## src/hw/rtl/variable_width_glyph_blitter_top_defines.svh

```systemverilog
// Assertion macros shared by the glyph blitter RTL.
// Define ASSERT_OFF to compile every check out; no other dependencies.
`ifndef VARIABLE_WIDTH_GLYPH_BLITTER_TOP_DEFINES_SVH
`define VARIABLE_WIDTH_GLYPH_BLITTER_TOP_DEFINES_SVH
`ifndef ASSERT_OFF
// Checked on every clock edge outside reset.
`define VWGB_ASSERT(lbl, clk, rst, prop, msg) \
   lbl: assert property (@(posedge clk) disable iff (rst) prop) else $error(msg);
// Checked on every clock edge, reset included.
`define VWGB_ASSERT_ALWAYS(lbl, clk, prop, msg) \
   lbl: assert property (@(posedge clk) prop) else $error(msg);
`else
`define VWGB_ASSERT(lbl, clk, rst, prop, msg)
`define VWGB_ASSERT_ALWAYS(lbl, clk, prop, msg)
`endif
`endif

```

## src/hw/rtl/vwgb_pkg.sv

```systemverilog
// Shared types, constants and the glyph font table of the glyph blitter.
// Used by vwgb_front, vwgb_queue, vwgb_back and the top level; no dependencies.
package vwgb_pkg;

   localparam int SCREEN_WIDTH_DEF  = 128;
   localparam int SCREEN_HEIGHT_DEF = 64;

   localparam int CHAR_W     = 8;
   localparam int CSR_IDX_W  = 3;
   localparam int CSR_DATA_W = 8;
   localparam int COL_W      = 3;
   localparam int COL_BITS_W = 6;
   localparam int ADDR_W     = 16;
   localparam int RSP_DATA_W = 40;
   localparam int QUEUE_DEPTH = 2;

   localparam logic [7:0] NEWLINE_CODE = 8'd10;
   // Codes in this range fold onto the upper-case glyphs
   localparam logic [7:0] FOLD_FIRST   = 8'd96;
   localparam logic [7:0] FOLD_LAST    = 8'd127;
   localparam logic [5:0] SEL_WIDE_MASK   = 6'h3f;
   localparam logic [5:0] SEL_NARROW_MASK = 6'h1f;
   localparam int MARK_FIVE_BIT = 6;
   localparam int MARK_LAST_BIT = 7;
   localparam logic [COL_W-1:0] MAX_COLS  = 3'd5;
   localparam logic [COL_W-1:0] FIFTH_COL = 3'd4;

   localparam logic [7:0] START_X_RST        = 8'd0;
   localparam logic [7:0] START_Y_RST        = 8'd0;
   localparam logic [3:0] LETTER_SPACING_RST = 4'd1;
   localparam logic [5:0] LINE_HEIGHT_RST    = 6'd8;

   typedef enum logic [CSR_IDX_W-1:0] {
      REG_START_X        = 3'd0,
      REG_START_Y        = 3'd1,
      REG_LETTER_SPACING = 3'd2,
      REG_LINE_HEIGHT    = 3'd3,
      REG_INVERT_MODE    = 3'd4
   } reg_index_type;

   // One glyph to draw, handed from the front to the back
   typedef struct packed {
      logic [5:0]        glyph;
      logic [ADDR_W-1:0] idx;
      logic [2:0]        off;
      logic              clear;
      logic [COL_W-1:0]  ncols;
   } blit_cmd_type;

   localparam logic [7:0] GLYPH_ROM [256] = '{
      8'h1E,8'h21,8'h2D,8'hAE, 8'h3E,8'h09,8'hBE,8'h00,
      8'h3F,8'h25,8'h9A,8'h00, 8'h1E,8'h21,8'hA1,8'h00,
      8'h3F,8'h21,8'h9E,8'h00, 8'h3F,8'h25,8'hA1,8'h00,
      8'h3F,8'h05,8'h81,8'h00, 8'h1E,8'h21,8'h29,8'h98,
      8'h3F,8'h04,8'hBF,8'h00, 8'h21,8'h3F,8'hA1,8'h00,
      8'h10,8'h20,8'h9F,8'h00, 8'h3F,8'h04,8'hBB,8'h00,
      8'h3F,8'h20,8'hA0,8'h00, 8'h7F,8'hC2,8'hC4,8'hC2,
      8'h3F,8'h02,8'h04,8'hBF, 8'h1E,8'h21,8'h21,8'h9E,
      8'h3F,8'h09,8'h86,8'h00, 8'h1E,8'h21,8'h11,8'hAE,
      8'h3F,8'h09,8'hB6,8'h00, 8'h22,8'h25,8'h99,8'h00,
      8'h01,8'h3F,8'h81,8'h00, 8'h1F,8'h20,8'h20,8'h9F,
      8'h0F,8'h30,8'h8F,8'h00, 8'h7F,8'hD0,8'hC8,8'hD0,
      8'h3B,8'h04,8'hBB,8'h00, 8'h07,8'h38,8'h87,8'h00,
      8'h31,8'h29,8'h25,8'hA3, 8'h3F,8'h21,8'hA1,8'h00,
      8'h03,8'h0C,8'hB0,8'h00, 8'h21,8'h21,8'hBF,8'h00,
      8'h02,8'h01,8'h82,8'h00, 8'h20,8'h20,8'hA0,8'h00,
      8'h80,8'h00,8'h00,8'h00, 8'hAF,8'h00,8'h00,8'h00,
      8'h03,8'h00,8'h83,8'h00, 8'h52,8'hBF,8'h12,8'h7F,
      8'h52,8'h55,8'hBF,8'h15, 8'h31,8'h0C,8'hA3,8'h00,
      8'h1A,8'h25,8'h1A,8'hA8, 8'h83,8'h00,8'h00,8'h00,
      8'h1E,8'hA1,8'h00,8'h00, 8'h21,8'h9E,8'h00,8'h00,
      8'h14,8'h08,8'h94,8'h00, 8'h08,8'h1C,8'h88,8'h00,
      8'h20,8'h90,8'h00,8'h00, 8'h08,8'h08,8'h88,8'h00,
      8'hA0,8'h00,8'h00,8'h00, 8'h30,8'h0C,8'h83,8'h00,
      8'h1E,8'h21,8'h9E,8'h00, 8'hBF,8'h00,8'h00,8'h00,
      8'h32,8'h29,8'hA6,8'h00, 8'h21,8'h25,8'h9A,8'h00,
      8'h0F,8'h08,8'h3F,8'h88, 8'h27,8'h25,8'h99,8'h00,
      8'h1E,8'h25,8'h98,8'h00, 8'h01,8'h39,8'h87,8'h00,
      8'h1A,8'h25,8'h9A,8'h00, 8'h06,8'h29,8'h9E,8'h00,
      8'h94,8'h00,8'h00,8'h00, 8'h20,8'h94,8'h00,8'h00,
      8'h08,8'h14,8'hA2,8'h00, 8'h14,8'h14,8'h94,8'h00,
      8'h22,8'h14,8'h88,8'h00, 8'h01,8'h29,8'h86,8'h00
   };

endpackage

```

## src/hw/rtl/variable_width_glyph_blitter_top.sv

```systemverilog
// Top level of the variable-width glyph blitter: front, command queue, back.
// Uses vwgb_pkg, vwgb_front, vwgb_queue and vwgb_back.
//
//   Channel   Direction  Handshake              Payload
//   req_      in         req_tvalid/req_tready  tdata[7:0] char_code
//   rsp_      out        rsp_tvalid/rsp_tready  tdata: write fields, tuser: clear_mode,
//                                               tlast: last_column
//   csr_      in         csr_valid/csr_ready    csr_index register, csr_data value
//
// A glyph of n columns (1 to 5) leaves the back one column per cycle through the output
// register while the output is free; a newline is accepted and sends nothing.
// The front accepts a character per cycle while the two-entry command queue has room.
// rsp_tready low holds the output register and the column walk; the front runs ahead.
// reset is synchronous and clears cursor, registers, queue and output valid.
module variable_width_glyph_blitter_top #(
   parameter int SCREEN_WIDTH  = vwgb_pkg::SCREEN_WIDTH_DEF,
   parameter int SCREEN_HEIGHT = vwgb_pkg::SCREEN_HEIGHT_DEF
) (
   input  logic                            clock,
   input  logic                            reset,
   input  logic                            req_tvalid,
   output logic                            req_tready,
   input  logic [vwgb_pkg::CHAR_W-1:0]     req_tdata,   // [7:0] char_code
   output logic                            rsp_tvalid,
   input  logic                            rsp_tready,
   // [9:0] top_address, [17:10] top_bits, [18] top_valid, [28:19] bottom_address,
   // [36:29] bottom_bits, [37] bottom_valid, [39:38] zero
   output logic [vwgb_pkg::RSP_DATA_W-1:0] rsp_tdata,
   output logic                            rsp_tuser,   // [0] clear_mode
   output logic                            rsp_tlast,
   input  logic                            csr_valid,
   output logic                            csr_ready,
   input  logic [vwgb_pkg::CSR_IDX_W-1:0]  csr_index,
   input  logic [vwgb_pkg::CSR_DATA_W-1:0] csr_data
);

   vwgb_pkg::blit_cmd_type push_cmd;
   vwgb_pkg::blit_cmd_type head_cmd;
   logic                   q_push;
   logic                   q_full;
   logic                   q_pop;
   logic                   q_valid;

   vwgb_front #(
      .SCREEN_WIDTH (SCREEN_WIDTH)
   ) u_front (
      .clock      (clock),
      .reset      (reset),
      .req_tvalid (req_tvalid),
      .req_tready (req_tready),
      .req_tdata  (req_tdata),
      .csr_valid  (csr_valid),
      .csr_ready  (csr_ready),
      .csr_index  (csr_index),
      .csr_data   (csr_data),
      .q_push     (q_push),
      .q_cmd      (push_cmd),
      .q_full     (q_full)
   );

   vwgb_queue u_queue (
      .clock     (clock),
      .reset     (reset),
      .push      (q_push),
      .push_cmd  (push_cmd),
      .full      (q_full),
      .pop       (q_pop),
      .head      (head_cmd),
      .not_empty (q_valid)
   );

   vwgb_back #(
      .SCREEN_WIDTH  (SCREEN_WIDTH),
      .SCREEN_HEIGHT (SCREEN_HEIGHT)
   ) u_back (
      .clock      (clock),
      .reset      (reset),
      .q_valid    (q_valid),
      .q_head     (head_cmd),
      .q_pop      (q_pop),
      .rsp_tvalid (rsp_tvalid),
      .rsp_tready (rsp_tready),
      .rsp_tdata  (rsp_tdata),
      .rsp_tuser  (rsp_tuser),
      .rsp_tlast  (rsp_tlast)
   );

endmodule

```

## src/hw/rtl/vwgb_front.sv

```systemverilog
// Front end: accepts character items, holds config registers and the cursor,
// and turns each character other than newline into a blit command. Uses vwgb_pkg.
module vwgb_front #(
   parameter int SCREEN_WIDTH = vwgb_pkg::SCREEN_WIDTH_DEF
) (
   input  logic                            clock,
   input  logic                            reset,
   input  logic                            req_tvalid,
   output logic                            req_tready,
   input  logic [vwgb_pkg::CHAR_W-1:0]     req_tdata,   // [7:0] char_code
   input  logic                            csr_valid,
   output logic                            csr_ready,
   input  logic [vwgb_pkg::CSR_IDX_W-1:0]  csr_index,
   input  logic [vwgb_pkg::CSR_DATA_W-1:0] csr_data,
   output logic                            q_push,
   output vwgb_pkg::blit_cmd_type          q_cmd,
   input  logic                            q_full
);

   localparam logic [vwgb_pkg::ADDR_W-1:0] SW16 = vwgb_pkg::ADDR_W'(SCREEN_WIDTH);

   logic [7:0] start_x_ff, start_x_in;
   logic [7:0] start_y_ff, start_y_in;
   logic [3:0] spacing_ff, spacing_in;
   logic [5:0] line_height_ff, line_height_in;
   logic       invert_ff, invert_in;
   logic [7:0] cursor_x_ff, cursor_x_in;
   logic [7:0] cursor_y_ff, cursor_y_in;

   logic                            accept;
   logic                            is_newline;
   logic                            fold;
   logic [5:0]                      glyph;
   logic [7:0]                      b0, b1, b2, b3;
   logic [vwgb_pkg::COL_W-1:0]      ncols;
   logic [vwgb_pkg::ADDR_W-1:0]     page16;
   logic [vwgb_pkg::ADDR_W-1:0]     x16;

   assign req_tready = !q_full;
   assign csr_ready  = 1'b1;
   assign accept     = req_tvalid && req_tready;
   assign is_newline = (req_tdata == vwgb_pkg::NEWLINE_CODE);

   always_comb begin
      fold  = req_tdata inside {[vwgb_pkg::FOLD_FIRST:vwgb_pkg::FOLD_LAST]};
      glyph = req_tdata[5:0] & (fold ? vwgb_pkg::SEL_NARROW_MASK : vwgb_pkg::SEL_WIDE_MASK);
   end

   assign b0 = vwgb_pkg::GLYPH_ROM[{glyph, 2'd0}];
   assign b1 = vwgb_pkg::GLYPH_ROM[{glyph, 2'd1}];
   assign b2 = vwgb_pkg::GLYPH_ROM[{glyph, 2'd2}];
   assign b3 = vwgb_pkg::GLYPH_ROM[{glyph, 2'd3}];

   // Width: first byte flagged last ends the glyph; forced wide or no flag gives five columns
   always_comb begin
      if (b0[vwgb_pkg::MARK_FIVE_BIT]) begin
         ncols = vwgb_pkg::MAX_COLS;
      end else if (b0[vwgb_pkg::MARK_LAST_BIT]) begin
         ncols = 3'd1;
      end else if (b1[vwgb_pkg::MARK_LAST_BIT]) begin
         ncols = 3'd2;
      end else if (b2[vwgb_pkg::MARK_LAST_BIT]) begin
         ncols = 3'd3;
      end else if (b3[vwgb_pkg::MARK_LAST_BIT]) begin
         ncols = 3'd4;
      end else begin
         ncols = vwgb_pkg::MAX_COLS;
      end
   end

   // Page row is the signed cursor row divided by eight
   assign page16 = {{11{cursor_y_ff[7]}}, cursor_y_ff[7:3]};
   assign x16    = {{8{cursor_x_ff[7]}}, cursor_x_ff};

   always_comb begin
      q_cmd.glyph = glyph;
      q_cmd.idx   = vwgb_pkg::ADDR_W'(page16 * SW16) + x16;
      q_cmd.off   = cursor_y_ff[2:0];
      q_cmd.clear = invert_ff;
      q_cmd.ncols = ncols;
   end

   assign q_push = accept && !is_newline;

   always_comb begin
      start_x_in     = start_x_ff;
      start_y_in     = start_y_ff;
      spacing_in     = spacing_ff;
      line_height_in = line_height_ff;
      invert_in      = invert_ff;
      cursor_x_in    = cursor_x_ff;
      cursor_y_in    = cursor_y_ff;
      if (accept) begin
         if (is_newline) begin
            cursor_x_in = start_x_ff;
            cursor_y_in = cursor_y_ff + {2'b00, line_height_ff};
         end else begin
            cursor_x_in = cursor_x_ff + 8'(ncols) + {4'b0000, spacing_ff};
         end
      end
      if (csr_valid && csr_ready) begin
         case (vwgb_pkg::reg_index_type'(csr_index))
            vwgb_pkg::REG_START_X: begin
               start_x_in  = csr_data;
               cursor_x_in = csr_data;
            end
            vwgb_pkg::REG_START_Y: begin
               start_y_in  = csr_data;
               cursor_y_in = csr_data;
            end
            vwgb_pkg::REG_LETTER_SPACING: spacing_in     = csr_data[3:0];
            vwgb_pkg::REG_LINE_HEIGHT:    line_height_in = csr_data[5:0];
            vwgb_pkg::REG_INVERT_MODE:    invert_in      = csr_data[0];
            default: ;
         endcase
      end
   end

   always_ff @(posedge clock) begin
      if (reset) begin
         start_x_ff     <= vwgb_pkg::START_X_RST;
         start_y_ff     <= vwgb_pkg::START_Y_RST;
         spacing_ff     <= vwgb_pkg::LETTER_SPACING_RST;
         line_height_ff <= vwgb_pkg::LINE_HEIGHT_RST;
         invert_ff      <= 1'b0;
         cursor_x_ff    <= 8'd0;
         cursor_y_ff    <= 8'd0;
      end else begin
         start_x_ff     <= start_x_in;
         start_y_ff     <= start_y_in;
         spacing_ff     <= spacing_in;
         line_height_ff <= line_height_in;
         invert_ff      <= invert_in;
         cursor_x_ff    <= cursor_x_in;
         cursor_y_ff    <= cursor_y_in;
      end
   end

endmodule

```

## src/hw/rtl/vwgb_queue.sv

```systemverilog
// Short command queue between the front and the back of the glyph blitter.
// Uses vwgb_pkg and the assertion macros header.
`include "variable_width_glyph_blitter_top_defines.svh"
module vwgb_queue (
   input  logic                   clock,
   input  logic                   reset,
   input  logic                   push,
   input  vwgb_pkg::blit_cmd_type push_cmd,
   output logic                   full,
   input  logic                   pop,
   output vwgb_pkg::blit_cmd_type head,
   output logic                   not_empty
);

   localparam int DEPTH = vwgb_pkg::QUEUE_DEPTH;
   localparam int PTR_W = (DEPTH > 1) ? $clog2(DEPTH) : 1;
   localparam int CNT_W = $clog2(DEPTH + 1);
   localparam logic [PTR_W-1:0] LAST_PTR = PTR_W'(DEPTH - 1);
   localparam logic [CNT_W-1:0] DEPTH_CNT = CNT_W'(DEPTH);

   vwgb_pkg::blit_cmd_type entries_ff [DEPTH];
   logic [PTR_W-1:0] wr_ptr_ff, wr_ptr_in;
   logic [PTR_W-1:0] rd_ptr_ff, rd_ptr_in;
   logic [CNT_W-1:0] count_ff, count_in;

   assign full      = (count_ff == DEPTH_CNT);
   assign not_empty = (count_ff != '0);
   assign head      = entries_ff[rd_ptr_ff];

   always_comb begin
      wr_ptr_in = wr_ptr_ff;
      rd_ptr_in = rd_ptr_ff;
      count_in  = count_ff;
      if (push) begin
         wr_ptr_in = (wr_ptr_ff == LAST_PTR) ? '0 : wr_ptr_ff + 1'b1;
      end
      if (pop) begin
         rd_ptr_in = (rd_ptr_ff == LAST_PTR) ? '0 : rd_ptr_ff + 1'b1;
      end
      if (push && !pop) begin
         count_in = count_ff + 1'b1;
      end else if (pop && !push) begin
         count_in = count_ff - 1'b1;
      end
   end

   always_ff @(posedge clock) begin
      if (push) begin
         entries_ff[wr_ptr_ff] <= push_cmd;
      end
   end

   always_ff @(posedge clock) begin
      if (reset) begin
         wr_ptr_ff <= '0;
         rd_ptr_ff <= '0;
         count_ff  <= '0;
      end else begin
         wr_ptr_ff <= wr_ptr_in;
         rd_ptr_ff <= rd_ptr_in;
         count_ff  <= count_in;
      end
   end

   `VWGB_ASSERT(a_queue_no_overflow, clock, reset, push |-> !full || pop, "push into full queue")
   `VWGB_ASSERT(a_queue_count_bound, clock, reset, count_ff <= DEPTH_CNT, "queue count beyond depth")

endmodule

```

## src/hw/rtl/vwgb_back.sv

```systemverilog
// Back end: walks the columns of one blit command, one per cycle while the output is free,
// and registers each masked framebuffer write. Uses vwgb_pkg and the macros header.
`include "variable_width_glyph_blitter_top_defines.svh"
module vwgb_back #(
   parameter int SCREEN_WIDTH  = vwgb_pkg::SCREEN_WIDTH_DEF,
   parameter int SCREEN_HEIGHT = vwgb_pkg::SCREEN_HEIGHT_DEF
) (
   input  logic                            clock,
   input  logic                            reset,
   input  logic                            q_valid,
   input  vwgb_pkg::blit_cmd_type          q_head,
   output logic                            q_pop,
   output logic                            rsp_tvalid,
   input  logic                            rsp_tready,
   // [9:0] top_address, [17:10] top_bits, [18] top_valid, [28:19] bottom_address,
   // [36:29] bottom_bits, [37] bottom_valid, [39:38] zero
   output logic [vwgb_pkg::RSP_DATA_W-1:0] rsp_tdata,
   output logic                            rsp_tuser,   // [0] clear_mode
   output logic                            rsp_tlast
);

   localparam int LIMIT = SCREEN_WIDTH * (SCREEN_HEIGHT / 8);
   localparam int WIDE_W = vwgb_pkg::ADDR_W + 1;
   localparam logic [WIDE_W-1:0] LIMIT_W = WIDE_W'(LIMIT);
   localparam logic [WIDE_W-1:0] SW_W    = WIDE_W'(SCREEN_WIDTH);

   typedef enum logic [1:0] {
      BK_IDLE = 2'b01,
      BK_RUN  = 2'b10
   } back_state_type;

   back_state_type                   state_ff, state_in;
   vwgb_pkg::blit_cmd_type           cmd_ff, cmd_in;
   logic [vwgb_pkg::COL_W-1:0]       col_ff, col_in;
   logic [vwgb_pkg::ADDR_W-1:0]      idx_ff, idx_in;
   logic [vwgb_pkg::COL_BITS_W-1:0]  fifth_ff, fifth_in;
   logic                             rsp_valid_ff, rsp_valid_in;
   logic [vwgb_pkg::RSP_DATA_W-1:0]  rsp_data_ff, rsp_data_in;
   logic                             rsp_user_ff, rsp_user_in;
   logic                             rsp_last_ff, rsp_last_in;

   logic                             running;
   vwgb_pkg::blit_cmd_type           cur_cmd;
   logic [vwgb_pkg::COL_W-1:0]       cur_col;
   logic [vwgb_pkg::ADDR_W-1:0]      cur_idx;
   logic [vwgb_pkg::COL_BITS_W-1:0]  cur_fifth;
   logic                             active;
   logic                             out_free;
   logic                             emit;
   logic                             last;
   logic [7:0]                       rom_data;
   logic [vwgb_pkg::COL_BITS_W-1:0]  col_bits;
   logic [13:0]                      shifted;
   logic [WIDE_W-1:0]                top_w;
   logic [WIDE_W-1:0]                low_w;
   logic                             top_valid;
   logic                             bottom_valid;

   assign running   = (state_ff == BK_RUN);
   assign cur_cmd   = running ? cmd_ff : q_head;
   assign cur_col   = running ? col_ff : '0;
   assign cur_idx   = running ? idx_ff : q_head.idx;
   assign cur_fifth = running ? fifth_ff : '0;
   assign active    = running || q_valid;
   assign out_free  = !rsp_valid_ff || rsp_tready;
   assign emit      = active && out_free;
   assign q_pop     = emit && !running;

   assign rom_data = vwgb_pkg::GLYPH_ROM[{cur_cmd.glyph, cur_col[1:0]}];
   // Fifth column gathers bits 7..6 of bytes 1 to 3
   assign col_bits = (cur_col == vwgb_pkg::FIFTH_COL) ? cur_fifth
                                                       : rom_data[vwgb_pkg::COL_BITS_W-1:0];
   assign last     = (cur_col == cur_cmd.ncols - 3'd1);

   // Bits above the byte are what spills into the page below
   assign shifted      = {8'd0, col_bits} << cur_cmd.off;
   assign top_w        = {1'b0, cur_idx};
   assign low_w        = top_w + SW_W;
   assign top_valid    = (top_w < LIMIT_W);
   assign bottom_valid = (cur_cmd.off > 3'd1) && (low_w < LIMIT_W);

   always_comb begin
      state_in     = state_ff;
      cmd_in       = cmd_ff;
      col_in       = col_ff;
      idx_in       = idx_ff;
      fifth_in     = fifth_ff;
      rsp_valid_in = rsp_valid_ff;
      rsp_data_in  = rsp_data_ff;
      rsp_user_in  = rsp_user_ff;
      rsp_last_in  = rsp_last_ff;
      if (emit) begin
         rsp_valid_in = 1'b1;
         rsp_data_in  = {2'b00, bottom_valid, {2'b00, shifted[13:8]}, low_w[9:0],
                         top_valid, shifted[7:0], cur_idx[9:0]};
         rsp_user_in  = cur_cmd.clear;
         rsp_last_in  = last;
         state_in     = last ? BK_IDLE : BK_RUN;
         cmd_in       = cur_cmd;
         col_in       = cur_col + 3'd1;
         idx_in       = cur_idx + 16'd1;
         fifth_in     = {rom_data[7:6], cur_fifth[vwgb_pkg::COL_BITS_W-1:2]};
      end else if (rsp_tready) begin
         rsp_valid_in = 1'b0;
      end
   end

   always_ff @(posedge clock) begin
      if (reset) begin
         state_ff     <= BK_IDLE;
         rsp_valid_ff <= 1'b0;
      end else begin
         state_ff     <= state_in;
         rsp_valid_ff <= rsp_valid_in;
      end
   end

   always_ff @(posedge clock) begin
      cmd_ff      <= cmd_in;
      col_ff      <= col_in;
      idx_ff      <= idx_in;
      fifth_ff    <= fifth_in;
      rsp_data_ff <= rsp_data_in;
      rsp_user_ff <= rsp_user_in;
      rsp_last_ff <= rsp_last_in;
   end

   assign rsp_tvalid = rsp_valid_ff;
   assign rsp_tdata  = rsp_data_ff;
   assign rsp_tuser  = rsp_user_ff;
   assign rsp_tlast  = rsp_last_ff;

   `VWGB_ASSERT(a_back_pop_has_item, clock, reset, q_pop |-> q_valid, "pop from empty queue")
   `VWGB_ASSERT(a_back_last_ends_glyph, clock, reset, emit && last |=> state_ff == BK_IDLE, "glyph run continues past last column")
   `VWGB_ASSERT(a_back_column_range, clock, reset, running |-> (col_ff != 3'd0) && (col_ff < cmd_ff.ncols), "column index outside glyph")
   `VWGB_ASSERT_ALWAYS(a_back_reset_clears, clock, reset |=> !rsp_tvalid, "result valid after reset")

endmodule
```

## config.mk

```make
export PLATFORM = sky130hd
export DESIGN_NAME = variable_width_glyph_blitter_top
export DESIGN_NICKNAME = d
export VERILOG_FILES = /design/src/hw/rtl/vwgb_pkg.sv /design/src/hw/rtl/variable_width_glyph_blitter_top.sv /design/src/hw/rtl/vwgb_front.sv /design/src/hw/rtl/vwgb_queue.sv /design/src/hw/rtl/vwgb_back.sv
export VERILOG_INCLUDE_DIRS = /design/src /design/src/hw/rtl
export SDC_FILE = /design/constraint.sdc
export NUM_CORES = 1
export LEC_CHECK = 0
export BUFFER_PORTS_ARGS = -buffer_cell sky130_fd_sc_hd__buf_2
export CORE_UTILIZATION = 60
export CTS_CLUSTER_DIAMETER = 30
export CTS_CLUSTER_SIZE = 14
export DETAILED_ROUTE_END_ITERATION = 10
export PLACE_DENSITY = 0.79
export SLEW_MARGIN = 20
export SYNTH_ARGS = -nofsm -noshare
export SYNTH_HDL_FRONTEND = slang
export SYNTH_SLANG_ARGS = --single-unit
```

## constraint.sdc

```tcl
create_clock -name clock -period 12.3 [get_ports clock]
set_input_delay 1.845 -clock clock [delete_from_list [all_inputs] [get_ports clock]]
set_output_delay 1.845 -clock clock [all_outputs]
set_load 0.01 [all_outputs]
```

==> impl_metrics.yaml <==
setup_path:
  worst-setup-path-type: "in -> reg"
  slowest_delay_ns: 0.49
  crit_required_ns: 12.65
  critical-path-slowest-cell: "o21ai_1"
  worstPathCellList: "buf_2 > inv_1 > o21ai_1 > clkinv_1 > a31oi_1 > a32oi_1 > o211a_1 > fa_1 > ha_1 > fa_1 > a21o_1 > a21o_1 > nand3_1 > xnor2_1 > a211oi_1 > o21ai_0 > a21oi_1"
  critical_path.endpoint_type: "flip-flop"
  cpLargestDelayFamily: "compound AO/OA/AOI/OAI gates"
  timing.critical_path.from_type: "input port"
  arrival_time_reported_for_the_critical_path_endpoint_ns: 5.80
  critical_path.max_fanout: 10
  timing.critical_path.buf_inv: 3
final_layout:
  multiInputGateArea_mm2: 0.00531
  n_antenna_cell: 0
  seqCellArea_mm2: 0.00443
  final_layout_size_suffix_gt1_share_pct: 12.9
  net_total_in_the_final_layout: 1169
  final_common_cell: "edfxtp_1"
  filler_instances: 1324
  layout_common_cells: "edfxtp_1 (119), nor2_1 (101), nand2_1 (97)"
  area_growth_pct: 8.38
cts:
  tritoncts: "done"
  cts_buffers: 17
  cts.sink_count: 162
  cts_resized: 0
  clock_path_buffers: 2
  ctsRootBufferMaster: "clkbuf_16"
  insertion_delay_of_the_later_clocked_pin_in_the_worst_skew_pair_ns: 0.43
  clkSlewWorstSetupHoldPaths_ns: 0.07
  hold_buf_count_cts: 0
  htree_num_levels: 4
  post_cts_buffers: 0
yosys:
  ys_ff_latch: 162
  cell_variety_after_synth: 83
  synth_sequential_area_ratio_pct: 42.8
  synth_cells: 1103
  synth_warnings: 0
  netlist_area_mm2: 0.0104
  synth_enable_flop_cells: 119
  synth_largest_type_area_fraction_pct: 34.5
  ys_async_sr_fraction_pct: 0
  synth_flop_cell: "edfxtp_1"
  synthDominantAreaCellType: "edfxtp_1"
  synth.area.top_cells: "edfxtp_1 (34%), dfxtp_1 (8.3%), mux2i_1 (4.2%)"
  syn_area_per_cell_um2: 9.40
power:
  max-vdd-ir-drop_mv: 0.137
  power_per_cell_area_mw_per_mm2: 255
  total_leakage_power_nw: 4.23
  totalPowerFinal_mw: 2.86
grt:
  gr-usage-all-layers_pct: 33.7
  grt_pass1_wl_mm: 46.1
  antenna_found_initial: 0
  grt_pass1_vias: 8336
  remaining_global_route_overflow: 0
  largest_net_degree_at_the_start_of_global_routing: 71
route:
  detail_route.iter0.violations: 1157
  detail_route.wirelength_mm: 29.2
  routed-via-count: 9150
  final_antenna_net_count: 0
  post-route-drc-count: 0
  route.detailed.wl_per_inst_um: 21.8
  dr.pass1.iters: 8
  vias_per_cell: 6.81
sta:
  finalClockSkew_ns: 0.0132
  setup_total_negative_slack_ns: 0
  fin_crit_sh_pct: 44.3
  worst_max_slew_pin_slew_ns: 1.22
  final.min_clock_period_ns: 5.45
  fin_max_slew_vios: 0
  final-setup-viol-count: 0
  setup_repair_after_global_routing_missed_its_margin: "no"
  fmaxAchievable_ghz: 0.183
  hold_viol: 0
  timing.slew.headroom_pct: 17.9
floorplanning:
  start_util_pct: 62.1
  chipWidth_um: 133
  std_cell_rows: 47
  dieArea_mm2: 0.0178
  core_area_mm2: 0.0167
  pin_count: 69
  die_h_um: 133
run_status:
  status: "finished, final reports clean"
worst_hold_path:
  hp-class: "reg -> reg"
placed_design:
  routabilityCongestion: 1.05
  place.port_buffers: 62
  dpl.hpwl_mm: 19.1
run:
  max_cap_viol_count: 0
[synth_stat cells (8+ instances only)]
cell,instances
nor4_1,10
ha_1,28
mux2_2,13
a21oi_1,85
inv_1,45
a221oi_1,12
a211oi_1,19
nand3_1,24
xor2_1,13
o211ai_1,34
dfxtp_1,43
edfxtp_1,119
xnor2_1,25
nand2_1,97
and2_1,9
mux2i_1,43
nor3_1,31
buf_4,20
nor2_1,102
clkbuf_1,36
o22ai_1,10
nor2b_1,10
buf_2,29
a21o_1,10
a311oi_1,8
o221ai_1,11
o21ai_0,60
a31oi_1,11
[power breakdown]
part / switching [mW] / internal [mW] / total, mW
clock network: 0.233 / 0.305 / 0.538
registers: 0.103 / 0.822 / 0.925
logic: 0.940 / 0.461 / 1.40
[worst min-delay path, delay by kind of cell, from the launching register on]
kind | cells | cell delay [ns]
simple gates | 1 | 0.05
compound gates | 1 | 0.05
flops | 1 | 0.31
[per-layer routing]
layer,vias up,track usage [%],part of all wire [%]
li1,4140,-,-
met1,4249,46.1,41
met2,634,50.5,44
met3,127,8.18,11
met4,0,15.7,4.1
met5,-,0,0
[path summary, 6_finish.rpt]
kind | startpoint | end | slack [ns] | depth (start not counted)
min | u_front.start_x_ff[1]$_SDFFE_PP0P_ | u_front.start_x_ff[1]$_SDFFE_PP0P_ | 0.46 | 2
min reg2reg | u_front.start_x_ff[1]$_SDFFE_PP0P_ | u_front.start_x_ff[1]$_SDFFE_PP0P_ | 0.46 | 2
max | req_tdata[6] | u_front.cursor_x_ff[7]$_SDFF_PP0_ | 6.85 | 17
max reg2reg | u_back.state_ff[0]$_SDFFE_PP1P_ | u_back.rsp_tdata[14]$_DFFE_PP_ | 6.93 | 12
[sequential cells by signal, summed over array words and instances (netlist names), 6 cells and up, named ones only]
signal                  flops
u_back.cmd_ff              12
u_back.fifth_ff             6
u_back.idx_ff              16
u_back.rsp_tdata           28
u_front.cursor_x_ff         8
u_front.cursor_y_ff         8
u_front.line_height_ff      6
u_front.start_x_ff          8
u_queue.entries_ff         52
[layout make-up]
class	count	area share, %
clock buffer	20	4.17
sequential	162	39.5
clock inverter	12	1.23
inverter	52	1.74
tap	220	2.45
multi-input combinational	802	47.2
timing repair buffer	76	3.70
[through the flow]
stage          setup slack [ns]  cell area [um2]  util [%]  hold WS [ns]  cells
2_1_floorplan              5.76            10400         -         0.425   1107
3_5_place_dp               6.54            10600      63.6         0.449   1312
6_report                   6.85            11200      67.3         0.455   1344
4_1_cts                    6.92            11200      67.3         0.456   1344
5_1_grt                    6.45            11200      67.3         0.483   1344
3_3_place_gp               6.65            10600      63.6         0.441   1312
[logic make-up (layout without fill, tap and decap cells)]
group,count (synthesis),count (layout),share of synthesized area [%]
other,2,6,0.0725
adder cells (fa/ha/maj),34,34,4.54
XOR/XNOR,38,38,3.21
flip-flops,162,162,42.8
buffers and inverters,143,160,6.34
multiplexers,62,62,6.63
AO/OA/AOI/OAI,333,333,21.5
AND/OR/NAND/NOR,329,329,15.0
Power figures use the tool's default switching activity.
